==> src/rtl/ccp_pkg.sv <==
// shared types and constants of the crc codeword packer
`default_nettype none

package ccp_pkg;

    // field widths
    localparam int BYTE_W     = 8;
    localparam int POLY_W     = 16;
    localparam int CRC_WW     = 5;
    localparam int MSG_W      = 16;
    localparam int CFG_IDX_W  = 3;
    localparam int CFG_DATA_W = 16;

    // header byte plus up to seven pad bits lead a message
    localparam int PAD_MAX    = 7;
    localparam int HDR_SPAN   = BYTE_W + PAD_MAX;

    // defaults
    localparam int DEFAULT_MAX_CRC_WIDTH = 16;
    localparam int QUEUE_DEPTH           = 4;

    // register indexes
    typedef enum logic [CFG_IDX_W-1:0] {
        CFG_CRC_POLY      = 3'd0,
        CFG_CRC_WIDTH     = 3'd1,
        CFG_NIBBLE_MODE   = 3'd2,
        CFG_MESSAGE_BYTES = 3'd3
    } cfg_index_t;

    // configuration register set
    typedef struct packed {
        logic [POLY_W-1:0] crc_poly;
        logic [CRC_WW-1:0] crc_width;
        logic              nibble_mode;
        logic [MSG_W-1:0]  message_bytes;
    } ccp_cfg_t;

    // reset values
    localparam logic [POLY_W-1:0] RST_CRC_POLY      = 16'd3;
    localparam logic [CRC_WW-1:0] RST_CRC_WIDTH     = 5'd3;
    localparam logic              RST_NIBBLE_MODE   = 1'b0;
    localparam logic [MSG_W-1:0]  RST_MESSAGE_BYTES = 16'd1;

endpackage

`default_nettype wire

==> src/rtl/ccp_fifo.sv <==
// small register queue between the front and back parts
`default_nettype none

module ccp_fifo import ccp_pkg::*;
#(
    parameter int WIDTH = 8,
    parameter int DEPTH = QUEUE_DEPTH
)
(
    input  logic             clk,
    input  logic             rst_n,
    input  logic             push,
    input  logic [WIDTH-1:0] push_data,
    output logic             full,
    input  logic             pop,
    output logic [WIDTH-1:0] pop_data,
    output logic             not_empty
);

    localparam int PTR_W = $clog2(DEPTH);
    localparam int CNT_W = $clog2(DEPTH + 1);

    logic [WIDTH-1:0] slot_reg [DEPTH];
    logic [PTR_W-1:0] wr_ptr_reg;
    logic [PTR_W-1:0] wr_ptr_next;
    logic [PTR_W-1:0] rd_ptr_reg;
    logic [PTR_W-1:0] rd_ptr_next;
    logic [CNT_W-1:0] count_reg;
    logic [CNT_W-1:0] count_next;

    // status
    assign full      = (count_reg == CNT_W'(DEPTH));
    assign not_empty = (count_reg != '0);
    assign pop_data  = slot_reg[rd_ptr_reg];

    // pointer and count update
    always_comb
    begin
        wr_ptr_next = wr_ptr_reg;
        rd_ptr_next = rd_ptr_reg;
        count_next  = count_reg;
        if (push)
        begin
            wr_ptr_next = (wr_ptr_reg == PTR_W'(DEPTH - 1)) ? '0 : wr_ptr_reg + 1'b1;
        end
        if (pop)
        begin
            rd_ptr_next = (rd_ptr_reg == PTR_W'(DEPTH - 1)) ? '0 : rd_ptr_reg + 1'b1;
        end
        if (push && !pop)
        begin
            count_next = count_reg + 1'b1;
        end
        else if (pop && !push)
        begin
            count_next = count_reg - 1'b1;
        end
    end

    // control registers
    always_ff @(posedge clk or negedge rst_n)
    begin
        if (!rst_n)
        begin
            wr_ptr_reg <= '0;
            rd_ptr_reg <= '0;
            count_reg  <= '0;
        end
        else
        begin
            wr_ptr_reg <= wr_ptr_next;
            rd_ptr_reg <= rd_ptr_next;
            count_reg  <= count_next;
        end
    end

    // storage
    always_ff @(posedge clk)
    begin
        if (push)
        begin
            slot_reg[wr_ptr_reg] <= push_data;
        end
    end

endmodule

`default_nettype wire

==> config.mk <==
export PLATFORM = sky130hd
export DESIGN_NAME = ccp_fifo
export DESIGN_NICKNAME = d
export VERILOG_FILES = /design/src/rtl/ccp_pkg.sv /design/src/rtl/ccp_fifo.sv
export SDC_FILE = /design/constraint.sdc
export NUM_CORES = 1
export LEC_CHECK = 0
export BUFFER_PORTS_ARGS = -buffer_cell sky130_fd_sc_hd__buf_4
export CORE_UTILIZATION = 25
export DETAILED_ROUTE_END_ITERATION = 12
export SYNTH_ARGS = -nofsm -noshare
export SYNTH_HDL_FRONTEND = slang
export SYNTH_SLANG_ARGS = --single-unit
==> constraint.sdc <==
create_clock -name clk -period 2.11 [get_ports clk]
set_clock_uncertainty 0.15 [all_clocks]
set_input_delay 0.3165 -clock clk [delete_from_list [all_inputs] [get_ports clk]]
set_output_delay 0.3165 -clock clk [all_outputs]
set_load 0.05 [all_outputs]
==> summary.md, run 1 <==
| Metric | Value |
|---|---|
| Status | finished, final reports clean |
| Root Driver | clkbuf_8 |
| Core area | 5991 um^2 |
| Rel. slew slack | 69.47% |
| RSZ-0062 raised after global routing | false |
| First-pass GRT wire length | 3974 um |
| Grt total ovfl | 0 |
| Via density | ~4.2 |
| Die height | 81.29 um |
| DP HPWL | 1869 um |
| Peak VDD IR | about 0.71 mV |
| Final Slew Violations | 0 |
| Inst Count DP | 174 |
| Clock Latency Late Sink | 0.28 ns |
| Fin util | 32.10% |
| Sequential cell area fraction in the yosys report | 72.29% |
| Chip width | 81.29 um |
| Worst R2R End | slot_reg[2][6]$_DFFE_PP_ |
| Routed WL | 2584 um |
| Area grow syn2layout | 22.37% |
| IO buf count | 21 |
| Most frequently used flop master after synthesis | edfxtp_1 |
| R2r startpoint | wr_ptr_reg[0]$_DFFE_PN0P_ |
| Yosys top cell area share | 61.15% |
| Worst-case reg-to-reg path depth | 3 |
| Crit share post-route | 96.56% |
| Dpl ws | 0.2902 ns |
| Layout cell share with drive strength beyond 1 | 37.96% |
| Post-Place Cell Area | 1827 um^2 |
| Worst hold start | push_data[4] |
| Number of synthesized flops with an enable pin | 32 |
| Count leader, synth | edfxtp_1 |
| Via count | 768 |
| Register bit count reported by yosys | 39 |
| Sum of negative setup slack | 0 ns |
| Storage cell area | 1137 um^2 |
| Average wire per standard cell | 14.12 um |
| Maximum fanout along the worst path | 8 |
| Cell count after synthesis | 79 |
| Hold Vio Cnt, Final | 0 |
| Cell Area, Synth | roughly 1600 um^2 |
| Total power | 2.744 mW |
| Area of the die | 6607 um^2 |
| IO Pins | 22 |
| Synth cell types | 18 |
| Max reg flops | 32 |
| Top cells by area, synth | edfxtp_1 61%, mux4_2 11%, dfrtp_1 11%, ha_1 4.8%, mux2_2 2.1% |
| Nets | 126 |
| HP Class | input pin to flop |
| CTS sink cnt | 39 |
| Arr. time, crit path | around 1.6 ns |
| Number of antenna violations at the first check in global routing | 0 |
| H-Tree Depth | 2 |
| Post-synthesis net count | 98 |
| Leakage power figure | roughly 0.7 nW |
| Clk slew on worst S/H paths | 0.07 ns |
| Synth top cells by count | 32 x edfxtp_1, 8 x mux4_2, 7 x dfrtp_1, 6 x ha_1, 5 x inv_1 |
| GPL Wtd Cong | roughly 0.65 |
| Worst setup slack after layout | approximately 0.073 ns |
| Synth area leader | edfxtp_1 |
| Pwr/cell area | approximately 1400 nW/um^2 |
| Crit Path Class | flop to primary output |
| Max-Cap Viols | 0 |
| Final setup fails | 0 |
| # fillers | 586 |
| CP Launch Type | flop |
| Design area | approximately 1900 um^2 |
| ANT cells | 0 |
| GRT busiest layer | met2 |
| Ys async rst share | 17.95% |
| 1st-iter DRT viols | 34 |
| WHS Endpoint | slot_reg[3][4]$_DFFE_PP_ |
| Routing usage on met2 | between 10 and 15% |
| Area of the multi-input gates | 400.4 um^2 |
| Starting Density | 26.23% |
| Row count | 28 |
| Hold WS | 0.07610 ns |
| Fin cells | 183 |
| Grt met3 use | 3.596% |
| Max Clock Freq | between 400 and 500 MHz |
| Critical path required time | roughly 1.6 ns |
| Cells on Worst Hold Path | 1 |
| CP Capture Type | primary output |
| Final Critical Period | 2.037 ns |
| Vias in the first global route | 812 |
| Syn_area_per_cell | around 20 um^2 |
| Antenna-violating nets left | 0 |
| DRC violations left | 0 |
| Met1 Use GR | 9.677% |
| Warning count from the yosys run | 0 |
| TritonCTS clock tree | done |
| Largest net degree at the start of global routing | 13 |
| Clock Path Buffers | 2 |
| Tot GR Track Use | 8.836% |
| Worst reg2reg setup slack | approximately 0.55 ns |
| Num CTS Buffers | 5 |
| Pin slew with the least headroom to its limit | about 0.46 ns |
| Pre-antenna DRT Iters | 4 |
==> worst max path at each step <==
stage | start | to | slack, ns | cells past startpoint
after floorplan | count_reg[0]$_DFFE_PN0P_ | full | 0.07 | 1
after global placement | rd_ptr_reg[0]$_DFFE_PN0P_ | pop_data[6] | 0.30 | 3
after detailed placement | rd_ptr_reg[0]$_DFFE_PN0P_ | pop_data[6] | 0.29 | 3
after CTS | rd_ptr_reg[0]$_DFFE_PN0P_ | pop_data[2] | 0.04 | 3
after global routing | rd_ptr_reg[0]$_DFFE_PN0P_ | pop_data[6] | 0.0004 | 3
final | rd_ptr_reg[0]$_DFFE_PN0P_ | pop_data[2] | 0.07 | 3
==> report_power, final <==
part / switching [mW] / internal, mW
clock: 0.244 / 0.231
combinational: 0.673 / 0.458
sequential: 0.123 / 1.02
total: 1.04 / 1.70
==> repair_timing <==
action / in CTS / in global routing
hold buffers: 1 / 0
resized for setup: 1 / 0
hold endpoints to repair: 7 / 0
setup buffers: 0 / 0
endpoints found under the setup margin: 3 / 0
==> layout by cell type, fill, tap and decap left out <==
cell type / instances
clkbuf_8: 5
nand2_1: 1
mux2_2: 3
buf_4: 21
dfrtp_2: 1
dlygate4sd3_1: 1
or3_1: 1
mux4_2: 8
buf_12: 1
clkinv_2: 1
clkbuf_1: 1
xor2_1: 2
edfxtp_1: 32
nor2_1: 2
clkinvlp_4: 1
nor3b_1: 1
nand3_1: 1
o21ai_0: 2
dfrtp_1: 6
ha_1: 6
fa_1: 1
inv_1: 5
and2_1: 4
xnor2_1: 1
==> critical path, stage by stage, from the launching register on <==
cell and delay, ns:
dfrtp_2 0.43, buf_12 0.15, mux4_2 0.50, buf_4 0.21
==> layer usage <==
layer,routed length [um],vias to the layer above
met3,159,7
met4,57,0
met5,0,-
met1,1063,388
met2,1304,19
li1,-,354
==> logic make-up (layout without fill, tap and decap cells) <==
| family | count (synthesis) | count (layout) | synth area share (%) |
|---|---|---|---|
| fa+ha+maj | 7 | 7 | 6.051 |
| mux | 11 | 11 | 13.61 |
| simple gates | 10 | 10 | 3.503 |
| flops | 39 | 39 | 72.29 |
| xor+xnor | 3 | 3 | 1.672 |
| buf+inv | 7 | 36 | 2.229 |
| compound gates | 2 | 2 | 0.6370 |
==> layout make-up <==
cell class	instances	area share, %
Clock buffer	6	3.774
Clock inverter	2	0.6506
Inverter	5	0.9759
Multi-Input combinational cell	33	20.82
Sequential cell	39	59.14
Tap cell	75	4.880
Timing Repair Buffer	23	9.759
(Power assumes the default switching activity.)
==> run 2: changes to the inputs <==
Settings changed: ABC_AREA from default to 1, CORE_ASPECT_RATIO from default to 0.8.
==> summary.md, run 2 <==
| Metric | Value |
|---|---|
| Register bit count reported by yosys | 39 |
| Area grow syn2layout | 20.88% |
| Syn_area_per_cell | 11.78 um^2 |
| CP Buf/Inv Count | 2 |
| Cell family with most CP delay | buffers and inverters |
| Final Critical Period | 1.892 ns |
| IO buf count | 21 |
| Leakage power figure | 0.9058 nW |
| First-pass GRT wire length | roughly 4700 um |
| Core area | 6506 um^2 |
| GRT busiest layer | met2 |
| Slowest stage cell, crit path | dfrtp_1 |
| Pwr/cell area | 1444 nW/um^2 |
| H-Tree Depth | 2 |
| Pre-antenna DRT Iters | 4 |
| Routed WL | 2833 um |
| Average wire per standard cell | around 11 um |
| Largest net degree at the start of global routing | 34 |
| Clk slew on worst S/H paths | 0.07 ns |
| Nets | 190 |
| Layout cell share with drive strength beyond 1 | between 10% and 20% |
| Clock Latency Late Sink | 0.29 ns |
| DP HPWL | 1999 um |
| Synth top cells by count | 40 x nand2_1, 32 x edfxtp_1, 27 x inv_1, 16 x o211ai_1, 7 x dfrtp_1 |
| Via count | 1003 |
| Root Driver | clkbuf_8 |
| Sequential cell area fraction in the yosys report | 66.52% |
| Final setup fails | 0 |
| TritonCTS clock tree | done |
| Die height | 75.93 um |
| Post-synthesis net count | between 150 and 200 |
| Crit Path Class | flop to primary output |
| Warning count from the yosys run | 0 |
| Yosys top cell area share | 56.26% |
| Grt met3 use | 3.112% |
| Count leader, synth | nand2_1 |
| Tot GR Track Use | 8.854% |
| Hold WS | 0.08075 ns |
| Cell count after synthesis | 145 |
| Clock Path Buffers | 2 |
| Pin slew with the least headroom to its limit | about 0.4 ns |
| Starting Density | 26.25% |
| Max Clock Freq | 528.6 MHz |
| Maximum fanout along the worst path | 33 |
| Number of synthesized flops with an enable pin | 32 |
| ANT cells | 0 |
| 1st-iter DRT viols | 19 |
| Max reg flops | 32 |
| RSZ-0062 raised after global routing | false |
| Fin util | 31.73% |
| Top cells by area, synth | edfxtp_1 56%, dfrtp_1 10%, nand2_1 8.8%, o211ai_1 7.0%, inv_1 5.9% |
| Crit share post-route | about nine tenths |
| Sum of negative setup slack | 0 ns |
| Via density | 3.918 |
| Hold Vio Cnt, Final | 0 |
| Max-Cap Viols | 0 |
| Antenna-violating nets left | 0 |
| Most frequent cells in the layout | 40 x nand2_1, 32 x edfxtp_1, 27 x inv_1 |
| IO Pins | 22 |
| Final Slew Violations | 0 |
| HP Class | input pin to flop |
| Most frequently used flop master after synthesis | edfxtp_1 |
| Met1 Use GR | 11.07% |
| CP Launch Type | flop |
| Ys async rst share | 17.95% |
| CTS sink cnt | 39 |
| DRC violations left | 0 |
| Chip width | 94.41 um |
| Routing usage on met2 | approximately 14% |
| Rel. slew slack | 73.24% |
| Status | finished, final reports clean |
| Most common cell after layout, fill and taps aside | nand2_1 |
| Num CTS Buffers | 5 |
| Critical-path cell list | inv_4 -> nand2_1 -> o211ai_1 -> nand2_1 -> buf_4 |
| Cell Area, Synth | ~1700 um^2 |
| Row count | 26 |
| Arr. time, crit path | 1.43 ns |
| Crit path top cell by count | nand2_1 |
| Area of the die | 7168 um^2 |
| Crit-path max cell delay | ~0.42 ns |
| Critical path required time | between 1.5 and 2 ns |
| Number of antenna violations at the first check in global routing | 0 |
| Vias in the first global route | 955 |
| Peak VDD IR | around 0.36 mV |
| Synth cell types | 19 |
| Grt total ovfl | 0 |
| CP Capture Type | primary output |
| Synth area leader | edfxtp_1 |
| GPL Wtd Cong | 0.7414 |
## run 2: cell count changes in the layout (fill, tap and decap cells not counted), sizes merged, moves of 3 or more
cell,change
nand2,+39
inv,+24
o211ai,+16
mux4,-8
and2,-4
mux2,-3
## run 2: path summary, 6_finish.rpt
kind | from | to | slack (ns) | depth (start not counted)
max in group asynchronous | rst_n | wr_ptr_reg[0]$_DFFE_PN0P_ | 1.47 | 2
hold / removal | push_data[0] | slot_reg[3][0]$_DFFE_PP_ | 0.08 | 1
hold reg to reg | count_reg[2]$_DFFE_PN0P_ | count_reg[2]$_DFFE_PN0P_ | 0.32 | 2
setup reg to reg | wr_ptr_reg[0]$_DFFE_PN0P_ | slot_reg[0][6]$_DFFE_PP_ | 0.61 | 4
min in group asynchronous | rst_n | count_reg[0]$_DFFE_PN0P_ | 0.22 | 2
setup / recovery | rd_ptr_reg[0]$_DFFE_PN0P_ | pop_data[4] | 0.22 | 5
## run 2: per-layer routing
layer  routed length [um]  up-vias
met5                    0        -
met4                   50        0
met3                  132        7
met2                 1310       17
met1                 1340      446
li1                     -      533
## run 2: cells by family after synthesis
kind of cell             after synthesis  share of synthesized area, %
AND/OR/NAND/NOR                       44                         9.963
flip-flops                            39                         66.52
buffers and inverters                 33                         8.938
AO/OA/AOI/OAI                         21                         8.498
adder cells (fa/ha/maj)                7                         5.568
XOR/XNOR                               1                        0.5129
## run 2: cell type report
class | instances | area (um^2)
fillers | 671 | 4442
flip-flops and latches | 39 | 1136
multi-input cells | 73 | 419.2
repair buffers | 23 | 175.2
inverters | 29 | 111.4
well taps | 84 | 105.1
clock buffers | 6 | 82.58
clock inverters | 2 | 35.03
## run 2: power by group
group | internal, mW | switching [mW] | leakage, nW | total (mW)
combinational | 0.371 | 0.856 | 0.467 | 1.23
clock | 0.382 | 0.246 | 0.0612 | 0.628
sequential | 1.02 | 0.104 | 0.378 | 1.13
total | 1.78 | 1.21 | 0.906 | 2.98
## run 2: per-stage QoR
stage / setup WS [ns] / area, um^2 / std cells / power [mW]
CTS: 0.06898 / 2062 / 256 / 3.021
floorplan: 0.1304 / 1708 / 145 / 2.081
global route: 0.06908 / 2064 / 256 / 3.195
detailed placement: 0.4015 / 1934 / 247 / 2.390
finish: 0.2182 / 2064 / 256 / 2.982
global placement: 0.4330 / 1934 / 247 / 2.366
## run 2: timing repair
action	in CTS	in global routing
gates resized for setup	0	2
buffers inserted	0	0
hold buffers	1	0
endpoints found under the hold margin	7	0
endpoints found under the setup margin	0	8
==> run 3: changes to the inputs <==
Settings changed: CORE_UTILIZATION 25 to 60, PLACE_DENSITY from default to 0.82.
==> summary.md, run 3 (synthesis gave the netlist of run 2 again) <==
| Metric | Value |
|---|---|
| ANT cells | 0 |
| Arr. time, crit path | 1.53 ns |
| IO Pins | 22 |
| Number of antenna violations at the first check in global routing | 0 |
| Post-Place Cell Area | 1867 um^2 |
| Clk pwr share | 14.0% |
| Maximum fanout along the worst path | 10 |
| Crit share post-route | 94.77% |
| Clock Path Buffers | 2 |
| Die height | between 40 and 50 um |
| CP Launch Type | flop |
| Setup Buffers After CTS | 0 |
| Antenna-violating nets left | 0 |
| Core area | 2562 um^2 |
| Final Critical Period | 2.000 ns |
| Design area | 1939 um^2 |
| Grt total ovfl | 0 |
| Status | finished, final reports clean |
| Max Clock Freq | 500.1 MHz |
| Area grow syn2layout | 13.55% |
| Fin util | 75.68% |
| Layout cell share with drive strength beyond 1 | 17.54% |
| Clock Latency Late Sink | 0.33 ns |
| Num CTS Buffers | 5 |
| Average wire per standard cell | 13.57 um |
| Most common cell after layout, fill and taps aside | nand2_1 |
| GPL Wtd Cong | 0.7028 |
| Final setup fails | 0 |
| Row count | 16 |
| Routed WL | 2808 um |
| Comb power frac | between 40% and 50% |
| DRC violations left | 0 |
| DP HPWL | approximately 1900 um |
| Max-Cap Viols | 0 |
| Area of the die | 3065 um^2 |
| RSZ-0062 raised after global routing | false |
| Critical path required time | 1.64 ns |
| HP Class | input pin to flop |
| Clk slew on worst S/H paths | 0.11 ns |
| Net switching power | 1.209 mW |
| Largest net degree at the start of global routing | 34 |
| Fin cells | between 200 and 250 |
| Max reg flops | 32 |
| Switching Fraction | around 44% |
| Sum of negative setup slack | 0 ns |
| Via density | 5.077 |
| Final Slew Violations | 0 |
| Pre-antenna DRT Iters | 4 |
| Most frequent cells in the layout | 40 x nand2_1, 32 x edfxtp_1, 27 x inv_1 |
| Internal power | 1.547 mW |
| Chip width | 61.65 um |
| Nets | 189 |
| TritonCTS clock tree | done |
| Pwr/cell area | 1421 nW/um^2 |
| First-pass GRT wire length | 4236 um |
| 1st-iter DRT viols | 21 |
| Pin slew with the least headroom to its limit | ~0.39 ns |
| Inst Count DP | 198 |
| Crit Path Class | flop to primary output |
| Dpl ws | 0.3673 ns |
| Rel. slew slack | 73.78% |
| IO buf count | 21 |
| CTS sink cnt | 39 |
| Starting Density | 66.65% |
| Worst setup slack after layout | 0.1104 ns |
| H-Tree Depth | 2 |
| Peak VDD IR | roughly 0.9 mV |
| Tot GR Track Use | 20.54% |
| Vias in the first global route | 958 |
| Sequential share of power | between 40% and 50% |
| Leakage power figure | a little under 0.9 nW |
| CP Capture Type | primary output |
| Via count | 1051 |
| Root Driver | clkbuf_4 |
| Hold Vio Cnt, Final | 0 |
-- run 3: cell count changes in the layout (fill, tap and decap cells not counted), sizes merged --
cell,change
clkbuf,+1
buf,-1
bufinv,-1
-- run 3: worst max-delay path, cell delays in order (launching register included) --
cell and delay [ns]:
dfrtp_1 0.59, inv_2 0.18, o211ai_1 0.16, nand2_1 0.08
buf_4 0.19
-- run 3: worst paths after layout --
kind	from	endpoint	slack, ns	depth (start not counted)
max in group asynchronous	rst_n	count_reg[2]$_DFFE_PN0P_	1.51	2
min in group asynchronous	rst_n	wr_ptr_reg[1]$_DFFE_PN0P_	0.18	2
min reg2reg	count_reg[2]$_DFFE_PN0P_	count_reg[2]$_DFFE_PN0P_	0.34	2
max	rd_ptr_reg[1]$_DFFE_PN0P_	pop_data[0]	0.11	4
min	push_data[6]	slot_reg[3][6]$_DFFE_PP_	0.03	1
max reg2reg	wr_ptr_reg[0]$_DFFE_PN0P_	slot_reg[2][2]$_DFFE_PP_	0.59	4
-- run 3: cell type report --
| cell class | count | area (um^2) |
|---|---|---|
| clock buffer | 7 | 55.05 |
| clock inverter | 1 | 5.005 |
| fill | 190 | 623.1 |
| inverter | 29 | 111.4 |
| multi-input combinational | 73 | 419.2 |
| sequential | 39 | 1136 |
| tap | 36 | 45.04 |
| timing repair buffer | 22 | 167.7 |
-- run 3: through the flow --
stage | power [mW] | hold WS (ns)
detailed placement | 2.382 | -0.01421
finish | 2.756 | 0.02583
global placement | 2.323 | -0.01653
CTS | 2.764 | 0.02036
floorplan | 2.081 | -0.1291
global route | 2.922 | 0.01098
-- run 3: power groups by stage --
stage	combinational, mW	sequential [mW]	clock [mW]
floorplan	0.974	1.11	0
global placement	1.18	1.14	0
detailed placement	1.23	1.16	0
CTS	1.23	1.14	0.390
global route	1.34	1.16	0.422
finish	1.23	1.14	0.387
-- run 3: repair_timing --
item	4_1_cts	5_1_grt
resized for setup	1	0
endpoints found under the hold margin	7	0
hold buffers	1	0
endpoints found under the setup margin	2	0
-- run 3: layer usage --
| metal | vias to the layer above | share of wire [%] | global-route usage (%) |
|---|---|---|---|
| met5 | - | 0 | 0 |
| met2 | 30 | 50 | 33.69 |
| met1 | 484 | 43 | 25.00 |
| met4 | 0 | 0.78 | 8.148 |
| li1 | 533 | - | - |
| met3 | 4 | 6.3 | 6.299 |
